$ cat config.mk
export PLATFORM = sky130hd
export DESIGN_NAME = rstat_fifo
export DESIGN_NICKNAME = d
export VERILOG_FILES = /design/src/sv/rstat_pkg.sv /design/src/sv/rstat_fifo.sv
export SDC_FILE = /design/constraint.sdc
export NUM_CORES = 1
export LEC_CHECK = 0
export BUFFER_PORTS_ARGS = -buffer_cell sky130_fd_sc_hd__buf_2
export CAP_MARGIN = 40
export CORE_MARGIN = 2
export CORE_UTILIZATION = 52
export CTS_CLUSTER_SIZE = 30
export DETAILED_ROUTE_END_ITERATION = 7
export PLACE_DENSITY = 0.8
export SYNTH_ARGS = -nofsm -noshare
export SYNTH_HDL_FRONTEND = slang
export SYNTH_SLANG_ARGS = --single-unit
$ cat constraint.sdc
create_clock -name clk -period 12.2 [get_ports clk]
set_clock_uncertainty 0.05 [all_clocks]
set_input_delay 3.66 -clock clk [delete_from_list [all_inputs] [get_ports clk]]
set_output_delay 3.66 -clock clk [all_outputs]
set_load 0.005 [all_outputs]
$ cat src/sv/rstat_pkg.sv
// shared types and constants for the running statistics block
package rstat_pkg;

  localparam int unsigned MAX_COUNT   = 65535;
  localparam logic [15:0] COUNT_LIMIT = 16'(MAX_COUNT);
  localparam int unsigned QDEPTH      = 2;
  localparam int unsigned QPTR_W      = $clog2(QDEPTH);
  localparam int unsigned DIV_STEPS   = 64;
  localparam int unsigned SQRT_STEPS  = 16;

  // snapshot of the statistics after one transaction
  typedef struct packed {
    logic signed [15:0] least;
    logic signed [15:0] greatest;
    logic signed [32:0] sum;
    logic        [46:0] sqsum;
    logic        [15:0] count;
    logic               full;
  } snap_t;

  typedef enum logic [2:0] {
    BK_IDLE,
    BK_MUL,
    BK_ADD,
    BK_DIFF,
    BK_DIV,
    BK_SQRT,
    BK_EMIT
  } back_state_t;

endpackage

$ cat src/sv/rstat_fifo.sv
// short queue of statistics snapshots between front and back
module rstat_fifo (
  input  logic             clk,
  input  logic             rst,
  input  logic             push,
  input  rstat_pkg::snap_t wdata,
  input  logic             pop,
  output rstat_pkg::snap_t rdata,
  output logic             not_empty,
  output logic             full
);
  import rstat_pkg::*;

  snap_t               entries [QDEPTH];
  logic [QPTR_W-1:0]   wptr;
  logic [QPTR_W-1:0]   rptr;
  logic [QPTR_W:0]     fill;

  assign rdata     = entries[rptr];
  assign not_empty = (fill != '0);
  assign full      = (fill == (QPTR_W+1)'(QDEPTH));

  always_ff @(posedge clk) begin
    if (push) begin
      entries[wptr] <= wdata;
    end
  end

  always_ff @(posedge clk) begin
    if (rst) begin
      wptr <= '0;
      rptr <= '0;
      fill <= '0;
    end else begin
      if (push) begin
        wptr <= (wptr == QPTR_W'(QDEPTH - 1)) ? '0 : wptr + 1'b1;
      end
      if (pop) begin
        rptr <= (rptr == QPTR_W'(QDEPTH - 1)) ? '0 : rptr + 1'b1;
      end
      if (push && !pop) begin
        fill <= fill + 1'b1;
      end else if (pop && !push) begin
        fill <= fill - 1'b1;
      end
    end
  end

endmodule

==> run metrics, run 1 <==
Port Buffers roughly 260; DIE AREA between 15000 and 20000 um2; status finished clean; Sw Share 0.205; RR Startpoint wptr; crit-path max FO 63; 1st-iter DRT viols 200; num ports ~260; drt drc 0; DP HPWL 11.9 mm; Max Freq around 160 MHz; syn_nets ~560; proportion of layout cells with a drive suffix above 1 0.614; Seq/Total Area, Yosys 0.821; worst-margin pin slew ~0.9 ns; post-CTS setup buffer count 0; Crit. End Element primary output; Reg power frac 0.511; Synth area leaders edfxtp_1, mux2_2, buf_6, dfxtp_1, xnor2_1; CTS resizes 0; max_slew headroom 0.400; crit path capture rdata[53]; Layout fillers 1189; GRT Overall Usage 0.180; Setup TNS 0 ns; initial antenna violation count 4; P_int 1660 uW; Pleak 0.00453 uW; H-tree levels 1; Core Region 18000 um2; yosys warns 0; leading cell type in the layout, fill and taps excluded buf_2; first-pass GRT wire length 27.8 mm; Final Cycle Share 0.515; routed wire length about 18 mm; Die Ht 140 um; Die W 140 um; Max Slew Vio Count 0; Worst Hold Class register to register; final setup violation count 0; clock sink count 263; Synth Register Bits 263; largest net degree at the start of global routing 69; number of max-cap violations 0; # hold bufs at CTS 0; final antenna-violating net count 0; clock buffer count from CTS 27; standard-cell rows 49; area occupied by registers between 7000 and 8000 um2; DRT Pass-1 Iters 4; R2R Setup Slk between 9 and 10 ns; cells on worst reg2reg path 2; area leader, netlist edfxtp_1; post-DR vias/cell 5.13; r2r endpoint entries[1][113]; most frequent cells in the layout buf_2, edfxtp_1, mux2_2; clk slew on worst S/H paths 0.06 ns; Power, Total 2090 uW; clock buffer depth 3; drt wl/cell 18.8 um; Synth-to-Final Area Change 25.8%; Synth Instances around 420; total power divided by cell area 174 nW/um2; syn_area_per_cell 22.6 um2; synthesized area 9560 um2; Nets ~840; distinct cell type count after synthesis 17; via count 4905; WS Path Type register to primary output; Worst EP arrival between 2 and 3 ns; CTS root buffer clkbuf_16; Clock power frac 0.396; gr ovfl total 0; P_sw 429 uW; area of the multi-input gates 1570 um2; Comb pwr share 0.093; CTS tree built; vias in the first global route between 5000 and 6000; RePlAce Congestion 0.773; clock period minus worst slack 6.29 ns; Required @ worst endpoint about 8.5 ns; VDD IR-drop max 0.126 mV; initial core utilization 0.530; fin cells about 960; Inst Count DP 907; top-area cell type share of the netlist area 0.810; RSZ-0062 raised after global routing false; critical path launch point type register; Final Hold Fails 0; clock latency on the worst-skew pair 0.51 ns
-- power groups by stage --
stage,Sequential (uW),Combinational (uW),Clock [uW]
after global placement,1090,180,0
final,1070,195,829
after global routing,1070,212,884
after floorplan,1090,108,0
after CTS,1070,199,848
after detailed placement,1090,197,0
-- worst max-delay path, cell delays in order, from the launching register on --
cell	delay, ns
dfxtp_4	0.43
buf_16	0.28
buf_4	0.67
mux2_2	0.43
buf_2	0.14
-- metal layers --
| metal | track usage | vias to the layer above | routed length (um) |
|---|---|---|---|
| met4 | 0.0516 | 2 | 407 |
| met1 | 0.218 | 2405 | 6810 |
| li1 | - | 2253 | - |
| met3 | 0.0630 | 35 | 1720 |
| met5 | 0 | - | 13 |
| met2 | 0.308 | 210 | 9060 |
-- area by class of cell --
class                   count  share of cell area
diodes                      2            0.000416
flip-flops and latches    263               0.653
clock inverters            19              0.0192
well taps                 229              0.0238
inverters                   1            0.000312
clock buffers              28              0.0565
multi-input cells         145               0.130
repair buffers            269               0.117
-- synth_stat cells, drive strengths merged --
library cell,n
edfxtp,258
mux2,129
buf,14
dfxtp,5
nor2,4
xnor2,2
xor2,2
a21oi,1
and2,1
and2b,1
ha,1
inv,1
nor2b,1
o21ai,1
or2,1
or3,1
-- registers in the layout, indices dropped and copies added, names as in the netlist, named ones only --
register and flops:
entries 258, fill 2, rptr 1, wptr 1
-- cell families after synthesis --
logic type                 count (synthesis)  synth area share
muxes                                    129             0.152
DFF                                      263             0.821
xor gates and xnor gates                   4           0.00367
and+or+nand+nor                            9           0.00497
buffers and inverters                     15            0.0162
AOI/OAI and AO/OA                          2           0.00105
adders and majority gates                  1           0.00131
-- through the flow --
stage / hold WS (ns) / worst slack [ns] / area (um2) / util
global placement: 0.427 / 6.18 / 11100 / 0.613
global route: 0.522 / 5.79 / 12000 / 0.667
CTS: 0.475 / 5.87 / 12000 / 0.667
floorplan: 0.407 / 2.26 / 9560 / -
detailed placement: 0.463 / 6.29 / 11100 / 0.616
finish: 0.471 / 5.91 / 12000 / 0.667
-- worst min path at each step --
stage | depth (start not counted) | slack (ns) | endpoint | from
floorplan | 2 | 0.41 | fill[1] | fill[1]
global placement | 2 | 0.43 | fill[1] | fill[1]
detailed placement | 2 | 0.46 | fill[1] | fill[1]
CTS | 2 | 0.48 | fill[1] | fill[1]
global route | 2 | 0.52 | fill[1] | fill[1]
finish | 2 | 0.47 | fill[1] | fill[1]
(Power assumes the default switching activity.)
==> run 2: changes to the inputs <==
CORE_UTILIZATION = 47   (was 52)
PLACE_DENSITY = 0.77   (was 0.8)
clock period = 5.11 ns   (was 12.2 ns; I/O delays follow)
==> run metrics, run 2 (same netlist as run 1, synthesis figures left out) <==
Worst Hold Class register to register; VDD IR-drop max 0.283 mV (+120%); proportion of layout cells with a drive suffix above 1 0.609 (-0.00498); post-CTS setup buffer count 0 (unchanged); DIE AREA 21500 um2 (+10%); Max Freq 259 MHz; busiest grt layer met2; Reg with most FFs entries; R2R Setup Slk 3.01 ns (-6.68 ns); RR Startpoint wptr; Inst Count DP 950 (+4.7%); clk slew on worst S/H paths 0.06 ns (about the same); leading cell type in the layout, fill and taps excluded buf_2; r2r endpoint entries[1][7]; num ports 264 (unchanged); DP HPWL 12.2 mm (+2.3%); gr ovfl total 0 (unchanged); clock buffer depth 3 (unchanged); final instance area 12000 um2 (about the same); post-DR vias/cell 4.96 (-3.3%); CTS root buffer clkbuf_16; initial core utilization 0.476 (-0.0549); Required @ worst endpoint 3.53 ns (-4.96 ns); vias in the first global route 5449 (+2.6%); critical path launch point type register; most frequent cells in the layout buf_2, edfxtp_1, mux2_2; standard-cell rows 52 (+6.1%); number of max-cap violations 0 (unchanged); RePlAce Congestion 0.736 (-4.8%); # hold bufs at CTS 0 (unchanged); initial antenna violation count 1 (-3); final core area utilization 0.598 (-0.0695); largest registers entries: 258 flops, fill: 2 flops; Crit. End Element primary output; RSZ-0062 raised after global routing false; H-tree levels 1 (unchanged); routed wire length 18.2 mm (+1.0%); CP top delay family buffers and inverters; GRT Overall Usage 0.165 (-0.0150); Pleak 0.00451 uW (-0.55%); CTS resizes 0 (unchanged); clock latency on the worst-skew pair 0.51 ns (about the same); slowest stage cell, crit path dfxtp_4; met1 Use GR 0.197 (-0.0207); Core Region 20100 um2 (+12%); total power divided by cell area 404 nW/um2 (+130%); worst-margin pin slew 0.756 ns (-0.145 ns); DP Area 11200 um2 (+0.64%); Final Cycle Share 0.755; Synth-to-Final Area Change 25.7% (about the same); CTS tree built; WHS Endpoint rptr; first-pass GRT wire length 28.0 mm (+0.77%); Power, Total 4850 uW (+130%); Nets 842 (+0.12%); Die Ht 147 um (+5.0%); via count 4947 (+0.86%); drt wl/cell 18.3 um (-3.1%); CP Cell Sequence buf_16, buf_12, mux2_2, buf_2; Hold Crit Start rptr; status finished clean; max_slew headroom 0.496 (+0.0967); met3 Usage GRT 0.0459 (-0.0170); clock sink count 263 (unchanged); final setup violation count 0 (unchanged); cells on worst reg2reg path 2 (unchanged); Max Slew Vio Count 0 (unchanged); Worst EP arrival 2.27 ns (-0.31 ns); Critical path buffers and inverters 3 (unchanged); clock buffer count from CTS 26 (-3.7%); slowest stage delay, CP 0.63 ns (-0.04 ns); largest net degree at the start of global routing 73 (+5.8%); Final Hold Fails 0 (unchanged); DRT Pass-1 Iters 4 (unchanged); drt drc 0 (unchanged); Port Buffers 263 (unchanged); met2 Use GR 0.285 (-0.0235); 1st-iter DRT viols 251 (+26%); fin cells 997 (+4.3%); Die W 147 um (+5.0%); clock period minus worst slack 3.86 ns; Setup TNS 0 ns (unchanged); hold path depth 2 (unchanged); crit-path max FO 45 (-29%); max reg flops 258 (unchanged); final antenna-violating net count 0 (unchanged); WS Path Type register to primary output
## run 2: changes by cell type in the layout (fill, tap and decap cells not counted)
cell	delta
clkinvlp_4	-1
clkbuf_8	+2
diode_2	-1
buf_12	+2
buf_4	+1
bufinv_16	-3
buf_16	-1
clkbuf_1	+4
inv_6	-1
clkinv_2	-1
clkinv_4	-1
## run 2: layer usage
metal | routed length, um | share of wire | vias up
met5 | 0 | 0 | -
met4 | 546 | 0.030 | 0
met3 | 1400 | 0.077 | 51
met2 | 9160 | 0.50 | 204
met1 | 7100 | 0.39 | 2438
li1 | - | - | 2254
## run 2: power by group
part	internal (uW)	switching, uW	total [uW]
logic	240	224	464
registers	2520	41.2	2560
clock network	1090	740	1830
## run 2: cell type report
cell class	instances	area [um2]
Clock inverter	12	111
Inverter	1	3.75
Antenna cell	1	2.50
Clock buffer	34	722
Timing Repair Buffer	271	1420
Fill cell	1492	8090
Sequential cell	263	7850
Tap cell	270	338
Multi-Input combinational cell	145	1570
## run 2: per-stage QoR
stage               hold WS, ns  setup slack, ns
CTS                       0.475             1.19
floorplan                 0.407           0.0838
global placement          0.426             1.62
finish                    0.467             1.25
global route              0.513             1.10
detailed placement        0.460             1.70
## run 2: worst max-delay path by stage
stage | depth (start not counted) | slack, ns | from | end
floorplan | 1 | 0.08 | push | entries[1][0]
global placement | 3 | 1.62 | register | rdata[126]
detailed placement | 3 | 1.70 | push | entries[1][16]
CTS | 4 | 1.19 | register | rdata[101]
global route | 4 | 1.10 | register | rdata[126]
finish | 4 | 1.25 | register | rdata[126]
## run 2: worst min-delay path, delay by kind of cell, from the launching register on
family | cells | cell delay [ns]
flip-flops | 1 | 0.33
AND/OR/NAND/NOR | 1 | 0.07
XOR/XNOR | 1 | 0.09
==> run 3: changes to the inputs <==
ABC_AREA = 1   (was not set)
CORE_UTILIZATION = 52   (was 47)
PLACE_DENSITY = 0.8   (was 0.77)
clock period = 4 ns   (was 5.11 ns; I/O delays follow)
==> run metrics, run 3 <==
hold path depth 2 (unchanged); distinct cell type count after synthesis 15 (-2); final antenna-violating net count 0 (unchanged); WHS Endpoint rptr; number of max-cap violations 0 (unchanged); DRT Pass-1 Iters 5 (+1); Setup TNS 0 ns (unchanged); routed wire length 17.4 mm (-4.4%); post-DR vias/cell 5.09 (+2.5%); Final Cycle Share 0.815; RePlAce Congestion 0.765 (+3.9%); Synth Instances 434 (+2.6%); gr ovfl total 0 (unchanged); Worst Hold Class register to register; GRT Overall Usage 0.169 (+0.00452); max_slew headroom 0.492 (-0.00447); P_int 4890 uW (+27%); top_reg_cell synth edfxtp_1; syn_area_per_cell 22.1 um2 (-2.4%); first-pass GRT wire length 26.4 mm (-5.8%); cells on worst reg2reg path 2 (unchanged); area leader, netlist edfxtp_1; r2r endpoint entries[0][17]; H-tree levels 1 (unchanged); top-count cell post-synth edfxtp_1; Die W 140 um (-4.7%); largest net degree at the start of global routing 130 (+78%); Die Ht 140 um (-4.7%); Post-synth top cells edfxtp_1, mux2_2, buf_6, inv_1; drt drc 0 (unchanged); Nets 849 (+0.83%); Pleak 0.00450 uW (about the same); leading cell type in the layout, fill and taps excluded buf_2; DP HPWL 11.3 mm (-7.0%); Reg with most FFs entries; Seq/Total Area, Yosys 0.819 (-0.00150); Synth Register Bits 263 (unchanged); R2R Setup Slk 2.44 ns (-0.57 ns); Post-synth EDFFs 258 (unchanged); num ports 264 (unchanged); standard-cell rows 49 (-5.8%); Synth-to-Final Area Change 24.7%; worst-margin pin slew 0.762 ns (+0.00670 ns); max reg flops 258 (unchanged); synthesized area 9580 um2 (+0.18%); clock buffer depth 3 (unchanged); critical path launch point type register; M1 WL 6.48 mm (-8.8%); VDD IR-drop max 0.406 mV (+44%); setup ws final 0.740 ns (-0.514 ns); via count 4893 (-1.1%); P_sw 1230 uW (+23%); most frequent cells in the layout buf_2, edfxtp_1, mux2_2; Synth area leaders edfxtp_1, mux2_2, buf_6, dfxtp_1, inv_1; clock sink count 263 (unchanged); Power, Total 6120 uW (+26%); final core area utilization 0.663 (+0.0650); # hold bufs at CTS 0 (unchanged); crit-path max FO 129 (+190%); clock buffer count from CTS 26 (unchanged); Final Hold Fails 0 (unchanged); syn_nets 568 (+2.0%); WS Path Type register to primary output; proportion of layout cells with a drive suffix above 1 0.593 (-0.0159); RR Startpoint wptr; RSZ-0062 raised after global routing false; Required @ worst endpoint 2.75 ns (-0.78 ns); largest registers entries: 258 flops, fill: 2 flops; CTS resizes 0 (unchanged); total power divided by cell area 512 nW/um2 (+27%); Reg power frac 0.527 (about the same); Max Slew Vio Count 0 (unchanged); clock latency on the worst-skew pair 0.51 ns (about the same); Setup WS pre-CTS 1.28 ns (-0.422 ns); final setup violation count 0 (unchanged); Crit. End Element primary output; status finished clean; Port Buffers 263 (unchanged); clock period minus worst slack 3.26 ns; clk slew on worst S/H paths 0.05 ns (about the same); drt wl/cell 18.1 um (-0.95%); initial core utilization 0.531 (+0.0558); Max Freq 307 MHz; Clock power frac 0.382 (+0.005); final hold slack 0.470 ns (+0.00325 ns); DIE AREA 19500 um2 (-9.2%); met2 WL post-DR 8.95 mm (-2.3%); 1st-iter DRT viols 237 (-5.6%); wire length on met3 1.50 mm (+7.1%); top-area cell type share of the netlist area 0.809 (-0.00148); Worst EP arrival 2.01 ns (-0.26 ns); initial antenna violation count 1 (unchanged); highest metal layer with signal wires met5; yosys warns 0 (unchanged); CTS root buffer clkbuf_16; Post-synth ARST share 0 (unchanged); CTS tree built; post-CTS setup buffer count 0 (unchanged); Sw Share 0.202 (-0.00541); vias in the first global route 5270 (-3.3%); Hold Crit Start rptr; Comb pwr share 0.091 (-0.005); Core Region 18000 um2 (-10%)
[run 3: cell count changes in the layout (fill, tap and decap cells not counted), moves of 2 or more]
cell,before,now
nand2_1,0,6
clkinv_1,3,7
inv_1,1,8
buf_4,5,1
xor2_1,2,0
clkbuf_1,5,3
clkbuf_8,2,0
[run 3: through the flow]
step | instance area, um2 | std cells
2_1_floorplan | 9590 | 434
3_3_place_gp | 11100 | 916
3_5_place_dp | 11100 | 916
4_1_cts | 11900 | 961
5_1_grt | 11900 | 961
6_report | 11900 | 962
[run 3: final cells by class]
class | count | area, um2
Clock inverter | 15 | 145
Clock buffer | 30 | 687
Multi-Input combinational cell | 148 | 1550
Tap cell | 229 | 287
Antenna cell | 1 | 2.50
Fill cell | 1246 | 6080
Timing Repair Buffer | 267 | 1380
Inverter | 9 | 37.5
Sequential cell | 263 | 7850
[run 3: logic make-up (layout without fill, tap and decap cells)]
group / Yosys count / count (layout) / share of synthesized area
xor+xnor: 1 / 1 / 0.000915
compound gates: 2 / 2 / 0.00104
flops: 263 / 263 / 0.819
other cells: 0 / 1 / 0
fa+ha+maj: 1 / 1 / 0.00131
mux: 129 / 129 / 0.152
buf+inv: 23 / 321 / 0.0193
simple gates: 15 / 15 / 0.00640
[run 3: worst max-delay path by stage]
| stage | to | startpoint | slack, ns |
|---|---|---|---|
| after floorplan | entries[1][0] | push | 0.36 |
| after global placement | rdata[45] | register | 1.29 |
| after detailed placement | rdata[45] | register | 1.28 |
| after CTS | rdata[45] | register | 0.72 |
| after global routing | rdata[126] | register | 0.64 |
| final | rdata[15] | register | 0.74 |
[run 3: layer usage]
metal / vias to the layer above / global-route usage
met5: - / 0
met4: 2 / 0.0574
met3: 41 / 0.0530
met2: 202 / 0.300
met1: 2375 / 0.196
li1: 2273 / -
[run 3: worst max-delay path, stage by stage, from the launching register on]
cell	delay, ns
dfxtp_4	0.35
buf_12	0.48
mux2_2	0.42
buf_2	0.13
[run 3: power groups by stage]
stage               clock network [uW]  logic, uW  registers, uW
floorplan                            0        311           3280
global placement                     0        546           3280
detailed placement                   0        562           3290
CTS                               2400        566           3230
global route                      2510        604           3240
finish                            2340        556           3230
