[src/sv/rstat_pkg.sv]
// shared types and constants for the running statistics block
package rstat_pkg;

  localparam int unsigned MAX_COUNT   = 65535;
  localparam logic [15:0] COUNT_LIMIT = 16'(MAX_COUNT);
  localparam int unsigned QDEPTH      = 2;
  localparam int unsigned QPTR_W      = $clog2(QDEPTH);
  localparam int unsigned DIV_STEPS   = 64;
  localparam int unsigned SQRT_STEPS  = 16;

  // snapshot of the statistics after one transaction
  typedef struct packed {
    logic signed [15:0] least;
    logic signed [15:0] greatest;
    logic signed [32:0] sum;
    logic        [46:0] sqsum;
    logic        [15:0] count;
    logic               full;
  } snap_t;

  typedef enum logic [2:0] {
    BK_IDLE,
    BK_MUL,
    BK_ADD,
    BK_DIFF,
    BK_DIV,
    BK_SQRT,
    BK_EMIT
  } back_state_t;

endpackage

[src/sv/rstat_front.sv]
// front part: takes samples and updates min, max, sums and count
module rstat_front (
  input  logic                  clk,
  input  logic                  rst,
  input  logic                  accept,
  input  logic signed [15:0]    sample,
  output rstat_pkg::snap_t      snap
);
  import rstat_pkg::*;

  logic signed [15:0] least, least_next;
  logic signed [15:0] greatest, greatest_next;
  logic signed [32:0] sum, sum_next;
  logic        [46:0] sqsum, sqsum_next;
  logic        [15:0] count, count_next;
  logic               full;
  logic signed [31:0] sq;

  always_comb begin
    full          = (count >= COUNT_LIMIT);
    sq            = sample * sample;
    least_next    = least;
    greatest_next = greatest;
    sum_next      = sum;
    sqsum_next    = sqsum;
    count_next    = count;
    if (!full) begin
      // first sample seeds both extremes
      if (count == 16'd0 || sample < least) begin
        least_next = sample;
      end
      if (count == 16'd0 || sample > greatest) begin
        greatest_next = sample;
      end
      sum_next   = sum + {{17{sample[15]}}, sample};
      sqsum_next = sqsum + {15'd0, sq};
      count_next = count + 16'd1;
    end
  end

  always_comb begin
    snap.least    = least_next;
    snap.greatest = greatest_next;
    snap.sum      = sum_next;
    snap.sqsum    = sqsum_next;
    snap.count    = count_next;
    snap.full     = full;
  end

  always_ff @(posedge clk) begin
    if (rst) begin
      least    <= '0;
      greatest <= '0;
      sum      <= '0;
      sqsum    <= '0;
      count    <= '0;
    end else if (accept) begin
      least    <= least_next;
      greatest <= greatest_next;
      sum      <= sum_next;
      sqsum    <= sqsum_next;
      count    <= count_next;
    end
  end

endmodule

[config.mk]
export PLATFORM = sky130hd
export DESIGN_NAME = rstat_front
export DESIGN_NICKNAME = d
export VERILOG_FILES = /design/src/sv/rstat_pkg.sv /design/src/sv/rstat_front.sv
export SDC_FILE = /design/constraint.sdc
export NUM_CORES = 1
export LEC_CHECK = 0
export BUFFER_PORTS_ARGS = -buffer_cell sky130_fd_sc_hd__buf_2
export CORE_ASPECT_RATIO = 1.75
export CORE_MARGIN = 2
export CORE_UTILIZATION = 30
export CTS_BUF_LIST = sky130_fd_sc_hd__clkbuf_8
export CTS_CLUSTER_SIZE = 20
export DETAILED_ROUTE_END_ITERATION = 8
export SYNTH_ARGS = -nofsm -noshare
export SYNTH_HDL_FRONTEND = slang
export SYNTH_SLANG_ARGS = --single-unit
[constraint.sdc]
create_clock -name clk -period 13.4 [get_ports clk]
set_input_delay 2.01 -clock clk [delete_from_list [all_inputs] [get_ports clk]]
set_output_delay 2.01 -clock clk [all_outputs]
set_load 0.01 [all_outputs]
==> impl_metrics.env, run 1 <==
export IMPL_layout_drive_gt1_share=0.101
export IMPL_hold_class="register to register"
export IMPL_rows=124
export IMPL_viasPerCell=4.94
export IMPL_drv_slew=0
export IMPL_hpwl_um=49400
export IMPL_cts_clk_slew_worst_paths_ns=0.08
export IMPL_cts_sinks=128
export IMPL_status="complete, no violations"
export IMPL_antenna_left=0
export IMPL_period_needed_ns=12.81
export IMPL_fp_dieH_um=344
export IMPL_cp_common_cell="fa_1"
export IMPL_crit_fanout=32
export IMPL_drt_initial_drc_count=723
export IMPL_synth_edff_count=0
export IMPL_tightest_slew_ns=1.07
export IMPL_yosys_area_share_simple=0.172
export IMPL_min_from="least[1]$_SDFFE_PP0P_"
export IMPL_nets=2991
export IMPL_grt_pass1_vias=17700
export IMPL_wl_per_cell_um=17.8
export IMPL_numCtsBuffers=17
export IMPL_critPathArrivalTime_ns=10.80
export IMPL_max_stage_delay_ns=0.72
export IMPL_crit_type="input port to output pin"
export IMPL_rsz0062_at_grt="false"
export IMPL_vias=17000
export IMPL_syn_instance_count=2451
export IMPL_skew_ns=0.0131
export IMPL_ys_ff_latch=128
export IMPL_timing_rr_start="sqsum[2]$_SDFFE_PP0P_"
export IMPL_setup_violations=0
export IMPL_synthXorXnorAreaFrac=0.0614
export IMPL_overflow=0
export IMPL_slew_headroom=0.287
export IMPL_initial_utilization=0.303
export IMPL_cpMaxStageDelayCell="o21ai_0"
export IMPL_rrSetupSlack_ns=9.76
export IMPL_cts_hold_buf=0
export IMPL_synth_area_um2=19800
export IMPL_ff_latch_area_um2=2560
export IMPL_clk_latency_ns=0.51
export IMPL_post_route_period_util=0.956
export IMPL_synthArstFlopShare=0
export IMPL_synth_top_family_by_area="adder cells"
export IMPL_max_cap_viol_count=0
export IMPL_ys_seq_area_frac=0.129
export IMPL_grt_pass1_wl_um=97100
export IMPL_holdPathStages=2
export IMPL_cts_buffer_depth=2
export IMPL_crit_start="sample[15]"
export IMPL_synth_flop_cell="dfxtp_1"
export IMPL_worstReg2RegEnd="sqsum[37]$_SDFFE_PP0P_"
export IMPL_die_x_um=198
export IMPL_track_usage=0.186
export IMPL_gp_congestion=0.912
export IMPL_worstSetupStartpointType="input port"
export IMPL_synth_nets=2894
export IMPL_routed_wl_um=61400
export IMPL_die_area_um2=68200
export IMPL_synth_top_area_cell="fa_1"
export IMPL_rr_worst_depth=10
export IMPL_synth_compound_area_share=0.140
export IMPL_cts_root_buf="clkbuf_8"
export IMPL_io_pins=148
export IMPL_synth_mux_area_frac=0.0405
export IMPL_grt_max_degree=82
export IMPL_post_cts_buffers=0
export IMPL_yosysWarningCount=0
export IMPL_crit_required_ns=11.39
export IMPL_fmax_ghz=0.0780
export IMPL_setup_worst_path_end_class="output pin"
export IMPL_synth_top_cells_by_area="fa_1 (24%), dfxtp_1 (13%), ha_1 (12%), inv_1 (7.8%), nand2_1 (5.9%)"
export IMPL_cts_resized=0
export IMPL_route_detailed_drc=0
export IMPL_h_tree_depth=4
export IMPL_core_area_um2=65300
export IMPL_antenna_found_initial=4
export IMPL_numPortBuffers=147
export IMPL_synth_avg_cell_area_um2=8.08
export IMPL_nFillCells=6970
export IMPL_synth_cell_type_count=82
export IMPL_synthToLayoutAreaGrowth_pct=10.2
export IMPL_multiInputGateArea_um2=15300
export IMPL_synthAdderAreaFrac=0.358
export IMPL_fin_tns_setup_ns=0
export IMPL_synth_top_area_frac=0.241
export IMPL_cts_tree="built"
export IMPL_finalHoldViolCount=0
export IMPL_first_pass_iters=5
export IMPL_min_to="least[1]$_SDFFE_PP0P_"
==> worst max-delay path, delay by kind of cell <==
kind | cells | cell delay (ns)
AO/OA/AOI/OAI | 10 | 2.60
XOR/XNOR | 2 | 0.34
adder cells (fa/ha/maj) | 8 | 3.58
buffers and inverters | 9 | 1.68
AND/OR/NAND/NOR | 5 | 0.57
==> sequential cells by signal, summed over array words and instances (netlist names) <==
signal / flops
sum: 33
greatest: 16
count: 16
least: 16
sqsum: 47
==> routing by layer <==
metal | global-route usage | vias up | part of all wire
met1 | 0.205 | 8258 | 0.38
met4 | 0.0877 | 4 | 0.046
met5 | 0 | - | 0.00037
met3 | 0.0244 | 116 | 0.044
met2 | 0.348 | 437 | 0.53
li1 | - | 8191 | -
==> how the worst max path moves through the flow <==
stage,to,slack (ns),depth (start not counted)
final,snap[56],0.59,34
after global routing,snap[52],0.07,34
after CTS,snap[56],0.55,34
after detailed placement,snap[56],0.58,34
after global placement,snap[56],0.59,34
after floorplan,snap[61],1.71,31
==> cells in the final DEF (no fill, tap or decap), drive strengths merged, types with 60 or more instances in the layout <==
| cell | synthesis | final |
|---|---|---|
| a21oi | 117 | 117 |
| buf | 23 | 176 |
| o21ai | 107 | 107 |
| inv | 410 | 417 |
| fa | 239 | 239 |
| nor2 | 175 | 175 |
| dfxtp | 128 | 128 |
| xnor2 | 87 | 87 |
| mux2i | 60 | 60 |
| nand2 | 310 | 310 |
| ha | 185 | 185 |
==> kinds of logic (layout without fill, tap and decap cells) <==
group	Yosys count	in the layout
AO/OA/AOI/OAI	430	430
XOR/XNOR	139	139
adder cells (fa/ha/maj)	424	424
buffers and inverters	511	621
flip-flops	128	128
multiplexers	78	78
other	0	2
AND/OR/NAND/NOR	741	741
==> per-stage QoR <==
step                      hold WS [ns]  area, um^2  cells  setup WS [ns]   util
after floorplan                  0.435       19800   2451           1.71      -
after global placement           0.443       21500   3411          0.594  0.329
after detailed placement         0.451       21500   3411          0.584  0.329
after CTS                        0.462       21800   3443          0.547  0.334
after global routing             0.480       21800   3444         0.0747  0.334
final                            0.463       21800   3445          0.587  0.334
==> Yosys cell counts (all sizes together) (14+ instances only) <==
cell type  count
a21oi        117
xor2          52
and2          50
nand4         21
buf           23
ha           185
fa           239
nor2         175
xnor2         87
mux2i         60
o21a          22
and3          15
inv          410
clkbuf        75
o21ai        107
nor3          40
nand2        310
dfxtp        128
nor2b         14
a31oi         16
a21o          57
mux2          18
nand3         54
==> layout make-up <==
cell class                      instances  share of cell area
Inverter                              413              0.0710
Tap cell                              882              0.0505
Clock inverter                         15             0.00522
Multi-Input combinational cell       1812               0.701
Antenna cell                            2            0.000229
Sequential cell                       128               0.117
Clock buffer                           17              0.0107
Timing Repair Buffer                  176              0.0442
Power of run 1 is left out: the tool's default activity adds up to more than one toggle a clock period on the data nets, which glitch-free logic cannot reach.
==> inputs of run 2 (changes only) <==
--- a/config.mk
+++ b/config.mk
@@ -12,6 +12,9 @@
 export CTS_BUF_LIST = sky130_fd_sc_hd__clkbuf_8
 export CTS_CLUSTER_SIZE = 20
 export DETAILED_ROUTE_END_ITERATION = 8
+export MAX_ROUTING_LAYER = met4
+export PLACE_DENSITY = 0.48
 export SYNTH_ARGS = -nofsm -noshare
 export SYNTH_HDL_FRONTEND = slang
 export SYNTH_SLANG_ARGS = --single-unit
+export TNS_END_PERCENT = 1
==> run 2 against run 1 <==
Net effect:
- via count increased by 0.46%
- global-route usage increased by 1.5 points
- clock skew is 0.0095 ns higher
- register-to-register slack lost 0.12 ns
- wire length increased by 5.0%
- worst setup slack got worse by 0.14 ns
- critical endpoint is now snap[61]
- utilization is 0.17 points higher
- count of clock-buffer cells in the layout is 1 higher
- non-clock buffer count increased by 7
- die area unchanged
==> impl_metrics.env, run 2 (synthesized netlist as in run 1, its figures left out) <==
export IMPL_routed_wl_um=64500
export IMPL_crit_fanout=18
export IMPL_synthToLayoutAreaGrowth_pct=10.8
export IMPL_die_x_um=198
export IMPL_finalHoldViolCount=0
export IMPL_holdPathStages=2
export IMPL_cpMaxStageDelayCell="fa_1"
export IMPL_design_area_um2=21900
export IMPL_grt_max_degree=56
export IMPL_hold_class="register to register"
export IMPL_multiInputGateArea_um2=15300
export IMPL_drv_slew=0
export IMPL_dpl_cell_area_um2=21500
export IMPL_setup_violations=0
export IMPL_largest_register_ffs=47
export IMPL_utilization=0.336
export IMPL_rows=124
export IMPL_core_area_um2=65300
export IMPL_setup_worst_path_end_class="output pin"
export IMPL_cts_clk_slew_worst_paths_ns=0.10
export IMPL_overflow=0
export IMPL_rr_worst_depth=10
export IMPL_use_met1=0.217
export IMPL_grt_pass1_wl_um=102000
export IMPL_die_area_um2=68200
export IMPL_post_place_ws_ns=0.443
export IMPL_vias=17100
export IMPL_nets=2998
export IMPL_grt_pass1_vias=18200
export IMPL_viasPerCell=4.95
export IMPL_reg_top3="sqsum (47), sum (33)"
export IMPL_layout_common_cells="inv_1 (409), nand2_1 (308), fa_1 (239)"
export IMPL_h_tree_depth=4
export IMPL_grt_busiest_layer="met2"
export IMPL_worst_path_buf_inv=8
export IMPL_critPathArrivalTime_ns=10.94
export IMPL_cts_buffer_depth=2
export IMPL_cp_num_cells=33
export IMPL_rrSetupSlack_ns=9.64
export IMPL_slew_headroom=0.290
export IMPL_cts_root_buf="clkbuf_8"
export IMPL_layout_commonest_cell="inv_1"
export IMPL_min_to="greatest[7]$_SDFFE_PP0P_"
export IMPL_max_cap_viol_count=0
export IMPL_worstReg2RegEnd="sqsum[37]$_SDFFE_PP0P_"
export IMPL_numPortBuffers=147
export IMPL_layout_drive_gt1_share=0.104
export IMPL_fp_dieH_um=344
export IMPL_post_route_period_util=0.966
export IMPL_ff_latch_area_um2=2560
export IMPL_crit_type="input port to output pin"
export IMPL_clk_latency_ns=0.52
export IMPL_numCtsBuffers=17
export IMPL_initial_utilization=0.303
export IMPL_status="complete, no violations"
export IMPL_hpwl_um=52000
export IMPL_first_pass_iters=6
export IMPL_regMostFlops="sqsum"
export IMPL_skew_ns=0.0227
export IMPL_crit_family="adder cells"
export IMPL_io_pins=148
export IMPL_fmax_ghz=0.0772
export IMPL_worstSetupStartpointType="input port"
export IMPL_nFillCells=6974
export IMPL_min_from="greatest[7]$_SDFFE_PP0P_"
export IMPL_antenna_left=0
export IMPL_grt_util_met2=0.374
export IMPL_drt_initial_drc_count=667
export IMPL_track_usage=0.200
export IMPL_cts_sinks=128
export IMPL_period_needed_ns=12.95
export IMPL_wl_per_cell_um=18.7
export IMPL_antenna_found_initial=1
export IMPL_tightest_slew_ns=1.06
export IMPL_route_detailed_drc=0
export IMPL_cts_tree="built"
export IMPL_max_stage_delay_ns=0.59
export IMPL_use_met3=0.0246
export IMPL_timing_rr_start="sqsum[2]$_SDFFE_PP0P_"
export IMPL_cts_hold_buf=0
export IMPL_gp_congestion=0.933
export IMPL_fin_ws_ns=0.449
export IMPL_crit_required_ns=11.39
run 2: routing by layer:
| metal | part of all wire | wire, um |
|---|---|---|
| met5 | 0 | 0 |
| met4 | 0.033 | 2140 |
| met3 | 0.033 | 2110 |
| met2 | 0.54 | 34800 |
| met1 | 0.39 | 25400 |
run 2: final cells by class:
class                      count  area share
timing repair buffer         183      0.0458
inverter                     413      0.0706
sequential                   128       0.117
tap                          882      0.0503
antenna                        1    0.000114
clock inverter                14     0.00775
clock buffer                  18      0.0113
multi-input combinational   1812       0.697
run 2: worst register-to-register path: stages, from the launching register on:
cell and delay (ns):
dfxtp_1 0.34, ha_1 0.34, a31oi_1 0.13, o21ai_0 0.47, o211ai_1 0.40, o211ai_1 0.34
o311ai_1 0.15, a31oi_1 0.48, nor2_1 0.31, or4b_1 0.57, a21oi_1 0.15
run 2: timing repair:
item	in CTS	in global routing
endpoints found under the hold margin	0	0
gates resized for setup	0	2
setup endpoints to repair	0	9
buffers inserted	0	0
run 2: through the flow:
stage / hold WS, ns / TNS (ns) / instances
after floorplan: 0.435 / 0 / 2451
final: 0.466 / 0 / 3451
after global placement: 0.447 / 0 / 3418
after detailed placement: 0.455 / 0 / 3418
after global routing: 0.488 / -0.0261 / 3451
after CTS: 0.468 / 0 / 3450
run 2: worst max path at each step:
stage | end | from | slack [ns]
after CTS | snap[54] | sample[15] | 0.41
after floorplan | snap[61] | sample[15] | 1.71
after global placement | snap[60] | sample[14] | 0.46
after global routing | snap[61] | sample[5] | -0.03
final | snap[61] | sample[5] | 0.45
after detailed placement | snap[60] | sample[15] | 0.44
Power of run 2 is left out for the same reason.
==> inputs of run 3 (changes only) <==
--- a/config.mk
+++ b/config.mk
@@ -14,6 +14,7 @@
 export DETAILED_ROUTE_END_ITERATION = 8
 export MAX_ROUTING_LAYER = met4
 export PLACE_DENSITY = 0.48
+export SLEW_MARGIN = 20
 export SYNTH_ARGS = -nofsm -noshare
 export SYNTH_HDL_FRONTEND = slang
 export SYNTH_SLANG_ARGS = --single-unit
==> constraint.sdc (replaced) <==
create_clock -name clk -period 13.24 [get_ports clk]
set_input_delay 1.986 -clock clk [delete_from_list [all_inputs] [get_ports clk]]
set_output_delay 1.986 -clock clk [all_outputs]
set_load 0.01 [all_outputs]
==> run 3 against run 2 <==
Net effect:
- global-route usage shrank 0.10 points
- worst hold slack worse by 0.00060 ns
- design area grew 0.13%
- via count about the same
- worst setup slack better by 0.025 ns
- critical path type unchanged
- critical endpoint is now snap[54]
==> impl_metrics.env, run 3 (synthesized netlist as in run 1, its figures left out) <==
export IMPL_tightest_slew_ns=1.02
export IMPL_numPortBuffers=147
export IMPL_gp_congestion=0.938
export IMPL_layout_commonest_cell="inv_1"
export IMPL_cp_common_cell="fa_1"
export IMPL_core_area_um2=65300
export IMPL_timing_rr_start="sqsum[2]$_SDFFE_PP0P_"
export IMPL_setup_violations=0
export IMPL_cts_clk_slew_worst_paths_ns=0.09
export IMPL_design_area_um2=22000
export IMPL_rsz0062_at_grt="false"
export IMPL_wl_per_cell_um=18.4
export IMPL_fmax_ghz=0.0783
export IMPL_routed_top_layer="met4"
export IMPL_dpl_cell_area_um2=21600
export IMPL_synthToLayoutAreaGrowth_pct=10.9
export IMPL_vias=17100
export IMPL_skew_ns=0.0257
export IMPL_setup_worst_path_end_class="output pin"
export IMPL_hpwl_um=51500
export IMPL_viasPerCell=4.94
export IMPL_max_cap_viol_count=0
export IMPL_initial_utilization=0.303
export IMPL_reg_top3="sqsum (47), sum (33)"
export IMPL_hold_class="register to register"
export IMPL_routed_wl_um=63500
export IMPL_regMostFlops="sqsum"
export IMPL_antenna_found_initial=3
export IMPL_die_area_um2=68200
export IMPL_crit_fanout=14
export IMPL_h_tree_depth=4
export IMPL_nFillCells=6947
export IMPL_post_cts_buffers=0
export IMPL_clk_latency_ns=0.52
export IMPL_worstSetupStartpointType="input port"
export IMPL_grt_pass1_vias=18000
export IMPL_min_from="least[10]$_SDFFE_PP0P_"
export IMPL_die_x_um=198
export IMPL_layout_drive_gt1_share=0.106
export IMPL_hold_ws_ns=0.465
export IMPL_rows=124
export IMPL_crit_start="sample[2]"
export IMPL_cts_hold_buf=0
export IMPL_grt_max_degree=56
export IMPL_post_route_period_util=0.964
export IMPL_antenna_left=0
export IMPL_drt_initial_drc_count=618
export IMPL_fin_tns_setup_ns=0
export IMPL_drv_slew=0
export IMPL_crit_type="input port to output pin"
export IMPL_status="complete, no violations"
export IMPL_nets=3004
export IMPL_finalHoldViolCount=0
export IMPL_max_stage_delay_ns=0.55
export IMPL_track_usage=0.199
export IMPL_cts_tree="built"
export IMPL_cpMaxStageDelayCell="fa_1"
export IMPL_cts_resized=0
export IMPL_slew_headroom=0.317
export IMPL_cts_root_buf="clkbuf_8"
export IMPL_critPathArrivalTime_ns=10.78
export IMPL_largest_register_ffs=47
export IMPL_io_pins=148
export IMPL_overflow=0
export IMPL_wl_met3_um=2080
export IMPL_numCtsBuffers=17
export IMPL_wl_met2_um=34200
export IMPL_first_pass_iters=7
export IMPL_cts_buffer_depth=2
export IMPL_fp_dieH_um=344
export IMPL_period_needed_ns=12.77
export IMPL_route_detailed_drc=0
export IMPL_wirelength_met1_um=25000
export IMPL_layout_common_cells="inv_1 (409), nand2_1 (307), fa_1 (239)"
export IMPL_crit_required_ns=11.25
export IMPL_cts_sinks=128
export IMPL_grt_pass1_wl_um=101000
## run 3: cell types whose count changed in the layout (fill, tap and decap cells not counted)
cell        change
clkinv_4        -1
nand2_1         -1
o31ai_1         +1
o21ai_1         -1
nand2_2         +1
o21ai_0         +1
o31ai_2         -1
clkbuf_8        -1
clkinv_8        +2
bufinv_16       -1
clkinv_2        +1
buf_4           +6
clkinvlp_4      -1
inv_6           +1
## run 3: stage by stage
step,std cells,worst slack (ns),utilization
detailed placement,3424,0.591,0.330
global placement,3424,0.589,0.330
finish,3457,0.474,0.336
global route,3457,0.0729,0.336
floorplan,2451,1.60,-
CTS,3456,0.524,0.336
## run 3: final cells by class
class,count,area (um^2),share of cell area
Multi-Input combinational cell,1812,15300,0.696
Sequential cell,128,2560,0.117
Inverter,413,1550,0.0706
Tap cell,882,1100,0.0502
Timing Repair Buffer,189,1050,0.0478
Clock buffer,17,234,0.0106
Clock inverter,15,170,0.00774
Antenna cell,1,2.50,0.000114
## run 3: layer usage
| metal | vias to the layer above | track usage |
|---|---|---|
| met2 | 350 | 0.370 |
| met5 | - | - |
| li1 | 8228 | - |
| met3 | 91 | 0.0240 |
| met4 | 0 | 0.0694 |
| met1 | 8420 | 0.218 |
## run 3: path summary, 6_finish.rpt
check | end | slack [ns] | cells after the start
min | least[10]$_SDFFE_PP0P_ | 0.47 | 2
max reg2reg | sqsum[37]$_SDFFE_PP0P_ | 9.66 | 11
min reg2reg | least[10]$_SDFFE_PP0P_ | 0.47 | 2
max | snap[54] | 0.47 | 34
## run 3: worst max-delay path: cells and delay by family
family	cells	cell delay [ns]
adders and majority gates	8	3.59
AOI/OAI and AO/OA	7	1.71
and+or+nand+nor	8	1.64
buffers and inverters	8	1.23
xor gates and xnor gates	2	0.38
muxes	1	0.21
Power of run 3 is left out for the same reason.
